--- src/sv/pcds_pkg.sv ---
// Shared types, constants and commands for the pivot Chebyshev distance sum block.
`timescale 1ns / 1ps
`default_nettype none
package pcds_pkg;
    localparam int POINTS_MAX_DEF = 512;
    localparam int AXES_MAX_DEF   = 8;
    localparam int PIVOTS_MAX_DEF = 3;
    localparam int CFG_W          = 10;
    localparam int DIST_W         = 35;
    localparam int SQRT_BITS      = 35;
    localparam int SQ_W           = 72;
    localparam int SUM_W          = 64;
    localparam int OUT_W          = 62;

    localparam logic [1:0] CMD_LOAD    = 2'd0;
    localparam logic [1:0] CMD_PIVOT   = 2'd1;
    localparam logic [1:0] CMD_RUN     = 2'd2;
    localparam logic [1:0] CMD_UNKNOWN = 2'd3;

    localparam logic [1:0] REG_POINTS = 2'd0;
    localparam logic [1:0] REG_AXES   = 2'd1;
    localparam logic [1:0] REG_PIVOTS = 2'd2;

    // controller -> datapath commands
    typedef struct packed {
        logic start;       // clear run counters
        logic map_step;    // advance mapping walk by one step
        logic pair_step;   // advance pair walk by one step
        logic finish;      // latch result
    } t_dp_cmd;

    // datapath -> controller status
    typedef struct packed {
        logic map_done;
        logic pair_done;
    } t_dp_sts;
endpackage
`default_nettype wire

--- src/sv/pcds_ctrl.sv ---
// Controller: command decode, run sequencing and output handshake.
`timescale 1ns / 1ps
`default_nettype none
module pcds_ctrl (
    input  wire logic              i_clk,
    input  wire logic              i_rst_n,
    input  wire logic              i_valid,
    output logic                   o_ready,
    input  wire logic [1:0]        i_command,
    output logic                   o_valid,
    input  wire logic              i_ready,
    output logic                   o_load_we,
    output logic                   o_pivot_we,
    output pcds_pkg::t_dp_cmd      o_cmd,
    input  wire pcds_pkg::t_dp_sts i_sts
);
    typedef enum logic [3:0] {
        S_IDLE = 4'b0001,
        S_MAP  = 4'b0010,
        S_PAIR = 4'b0100,
        S_FIN  = 4'b1000
    } t_state;
    t_state r_state, n_state;
    logic   r_valid, n_valid;
    logic   acc;

    assign o_ready = (r_state == S_IDLE);
    assign acc     = i_valid && o_ready;
    assign o_valid = r_valid;
    assign o_load_we  = acc && (i_command == pcds_pkg::CMD_LOAD);
    assign o_pivot_we = acc && (i_command == pcds_pkg::CMD_PIVOT);

    always_comb begin
        n_state = r_state;
        n_valid = r_valid && !i_ready;
        o_cmd   = '0;
        case (r_state)
            S_IDLE: begin
                if (acc && i_command == pcds_pkg::CMD_RUN) begin
                    o_cmd.start = 1'b1;
                    n_state = S_MAP;
                end
            end
            S_MAP: begin
                o_cmd.map_step = 1'b1;
                if (i_sts.map_done) n_state = S_PAIR;
            end
            S_PAIR: begin
                o_cmd.pair_step = 1'b1;
                if (i_sts.pair_done) n_state = S_FIN;
            end
            S_FIN: begin
                // hold until the output register is free or being emptied
                if (!r_valid || i_ready) begin
                    o_cmd.finish = 1'b1;
                    n_valid = 1'b1;
                    n_state = S_IDLE;
                end
            end
            default: n_state = S_IDLE;
        endcase
    end

    always_ff @(posedge i_clk) begin
        if (!i_rst_n) begin
            r_state <= S_IDLE;
            r_valid <= 1'b0;
        end else begin
            r_state <= n_state;
            r_valid <= n_valid;
        end
    end
endmodule
`default_nettype wire

--- config.mk ---
export PLATFORM = sky130hd
export DESIGN_NAME = pcds_ctrl
export DESIGN_NICKNAME = d
export VERILOG_FILES = /design/src/sv/pcds_pkg.sv /design/src/sv/pcds_ctrl.sv
export SDC_FILE = /design/constraint.sdc
export NUM_CORES = 1
export LEC_CHECK = 0
export BUFFER_PORTS_ARGS = -buffer_cell sky130_fd_sc_hd__buf_2
export CAP_MARGIN = 10
export CELL_PAD_IN_SITES_DETAIL_PLACEMENT = 0
export CELL_PAD_IN_SITES_GLOBAL_PLACEMENT = 2
export CORE_AREA = 3 3 40 42
export CTS_CLUSTER_SIZE = 12
export DETAILED_ROUTE_END_ITERATION = 8
export DIE_AREA = 0 0 43 45
export GPL_TIMING_DRIVEN = 0
export PLACE_DENSITY_LB_ADDON = 0.1
export SLEW_MARGIN = 20
export SYNTH_ARGS = -nofsm -noshare
export SYNTH_HDL_FRONTEND = slang
export SYNTH_SLANG_ARGS = --single-unit
--- constraint.sdc ---
create_clock -name i_clk -period 3.85 [get_ports i_clk]
set_clock_uncertainty 0.15 [all_clocks]
set_input_delay 0 -clock i_clk [delete_from_list [all_inputs] [get_ports i_clk]]
set_output_delay 0 -clock i_clk [all_outputs]
set_load 0.05 [all_outputs]
==> summary.md <==
| Metric | Value |
|---|---|
| Status | `completed` |
| Layout cell share with drive strength beyond 1 | `40.74%` |
| Inserted Diodes | `0` |
| #FFs+latches synth | `5` |
| Final setup TNS | `0 ns` |
| H-Tree Level Count | `1` |
| Required @ worst endpoint | `3.70 ns` |
| Die W | `43 µm` |
| Max clock buf depth | `2` |
| NetSw | `0.03670 mW` |
| Clk pwr share | `45.1%` |
| Post-Synthesis Net Count | `39` |
| Synth top area cells | `dfxtp_1 33%, nor4b_1 8.5%, nor2b_1 8.1%` |
| Pre-antenna DRT Iters | `4` |
| CP Buf/Inv Count | `2` |
| Critical Path Fanout Max | `9` |
| Final Cycle Share | `43.76%` |
| CP peak stage delay | `0.31 ns` |
| Crit-path cells | `buf_6 > nor4b_4 > nand2_1 > nor3b_1 > buf_2` |
| CTS tree | `done` |
| Clk sink count | `5` |
| Final setup viols | `0` |
| Pleak | `0.2164 nW` |
| Synth warn | `0` |
| HP Class | `input port to flop` |
| Crit end category | `output pin` |
| Fmax | `593.5 MHz` |
| Reported max-cap violation count | `0` |
| Post-CTS setup buffer count | `0` |
| GP Congestion | `0.7447` |
| Syn Area/Cell | `9.929 µm²` |
| Vias in the first global route | `340` |
| Power per cell area | `296.8 mW/mm²` |
| Congestion Overflow GR | `0` |
| Worst Path Arrival | `1.53 ns` |
| Layout area overhead | `52.03%` |
| Core area | `0.001285 mm²` |
| Worst vdd ir | `0.1080 mV` |
| Unrepaired setup endpoints after global routing | `no` |
| Site row count | `13` |
| Flop pwr share | `38.3%` |
| Via count | `339` |
| Placed cell count | `61` |
| Distinct cells, synth | `18` |
| Via density | `4.913` |
| Int Pwr | `0.1022 mW` |
| First-pass GRT wire length | `1400 µm` |
| Sequential-to-total area share from yosys stat | `32.52%` |
| Die Ht | `45 µm` |
| CP startpoint kind | `flop` |
| Area share of the largest cell type after synthesis | `32.52%` |
| Final cell count without fillers | `69` |
| Post-CTS sizing | `0` |
| Fill count | `138` |
| Worst slew margin | `78.47%` |
| CTS Buf Count | `3` |
| DRC violation total after the first TritonRoute iteration | `4` |
| Initial core utilization | `23.95%` |
| Commonest non-fill, non-tap cell in the layout | `buf_2` |
| Min cycle time layout | `1.685 ns` |
| # IOs | `16` |
| Final wirelength | `809 µm` |
| Final Hold Violating Endpoints | `0` |
| Area leader, netlist | `dfxtp_1` |
| Worst-Skew Late Latency | `0.25 ns` |
| CTS clk-pin slew, worst paths | `0.04 ns` |
| Initial antenna violation count | `0` |
| Crit Path Category | `flop to output pin` |
| Total Die Area | `0.001935 mm²` |
| Switching Share | `26.43%` |
| Least-Margin Pin Slew | `0.3185 ns` |
| Largest net degree at the start of global routing | `10` |
| CP top delay family | `simple AND/OR/NAND/NOR gates` |
| Synth Instances | `31` |
| PortBufs | `15` |
| GRT Total Usage | `10.07%` |
| Residual DRC count | `0` |
| Antenna violation net count after detailed routing | `0` |
| Root Driver | `clkbuf_4` |
| Number of nets in the layout | `63` |
| Critical path's slowest cell | `nor4b_4` |
| Routed wire per std cell | `11.72 µm` |
| Synth Cell Area | `307.8 µm²` |
| Gate power share | `16.6%` |
| Most frequent cells in the layout | `15 x buf_2, 5 x dfxtp_1, 4 x nor2b_1, 4 x dlygate4sd3_1` |
| Slew Limit Fails | `0` |
==> layer usage <==
| metal | routed length [µm] | global-route usage (%) | up-vias | share of wire (%) |
|---|---|---|---|---|
| li1 | - | - | 167 | - |
| met1 | 357 | 11.57 | 155 | 44 |
| met2 | 363 | 14.67 | 15 | 45 |
| met3 | 77 | 3.586 | 2 | 9.5 |
| met4 | 10 | 9.036 | 0 | 1.2 |
| met5 | 0 | 0 | - | 0 |
==> path summary, 6_finish.rpt <==
path	startpoint	to	slack, ns	cells past startpoint
worst min-delay path	i_valid	r_state[0]	0.05	3
worst max register to register	r_state[2]	r_state[0]	2.46	3
worst max-delay path	r_state[1]	o_pivot_we	2.17	5
worst min register to register	r_state[1]	r_state[3]	0.41	2
==> registers in the layout (all words and copies together) (netlist names) <==
name	flops
r_state	4
o_valid	1
==> worst reg2reg max path: cells and delay by family, from the launching register on <==
kind               cells  cell delay [ns]
DFF                    1             0.49
and+or+nand+nor        1             0.28
AOI/OAI and AO/OA      2             0.39
==> logic make-up (layout without fill, tap and decap cells) <==
kind of cell | count (synthesis) | after routing | synth area share [%]
DFF | 5 | 5 | 32.52
AOI/OAI and AO/OA | 7 | 7 | 15.04
buffers and inverters | 2 | 25 | 4.877
and+or+nand+nor | 17 | 17 | 47.56
==> final cells by class <==
cell class                 count  area [µm²]  share of cell area [%]
timing repair buffer          19       115.1                   24.60
inverter                       1       3.754                  0.8021
multi-input combinational     24       192.7                   41.18
clock buffer                   4       26.28                   5.615
sequential                     5       100.1                   21.39
buffer                         1       11.26                   2.406
tap                           15       18.77                   4.011
==> timing repair <==
item | CTS | global route
hold endpoints to repair | 5 | 0
hold buffers | 4 | 0
endpoints found under the setup margin | 0 | 0
==> cell usage after synthesis (all sizes together) <==
cell type and n:
nor4b 4, inv 1, buf 1, o21ai 1, nor2b 4, nor3 1
nor3b 3, a31oi 1, o21a 2, nor4 1, nand2 1, and4b 1
and2b 1, a21oi 2, and4bb 1, o311a 1, dfxtp 5
==> stage by stage <==
step                total power, mW  hold slack, ns  util (%)  instance area [µm²]  setup slack [ns]
finish                       0.1389         0.05113     36.42                467.9             2.165
global route                 0.1440         0.08825     36.42                467.9             2.020
CTS                          0.1414         0.04699     36.42                467.9             2.137
detailed placement          0.07428         0.08944     31.26                401.6             2.414
global placement            0.07394         0.09250     31.26                401.6             2.426
floorplan                   0.06676        -0.06226         -                307.8             1.194
==> power by group through the flow <==
stage | clock [mW] | sequential (mW) | combinational, mW
2_1_floorplan | 0 | 0.0540 | 0.0128
3_3_place_gp | 0 | 0.0542 | 0.0198
3_5_place_dp | 0 | 0.0542 | 0.0201
4_1_cts | 0.0649 | 0.0532 | 0.0233
5_1_grt | 0.0658 | 0.0533 | 0.0249
6_report | 0.0626 | 0.0532 | 0.0231
Power figures use the tool's default switching activity.
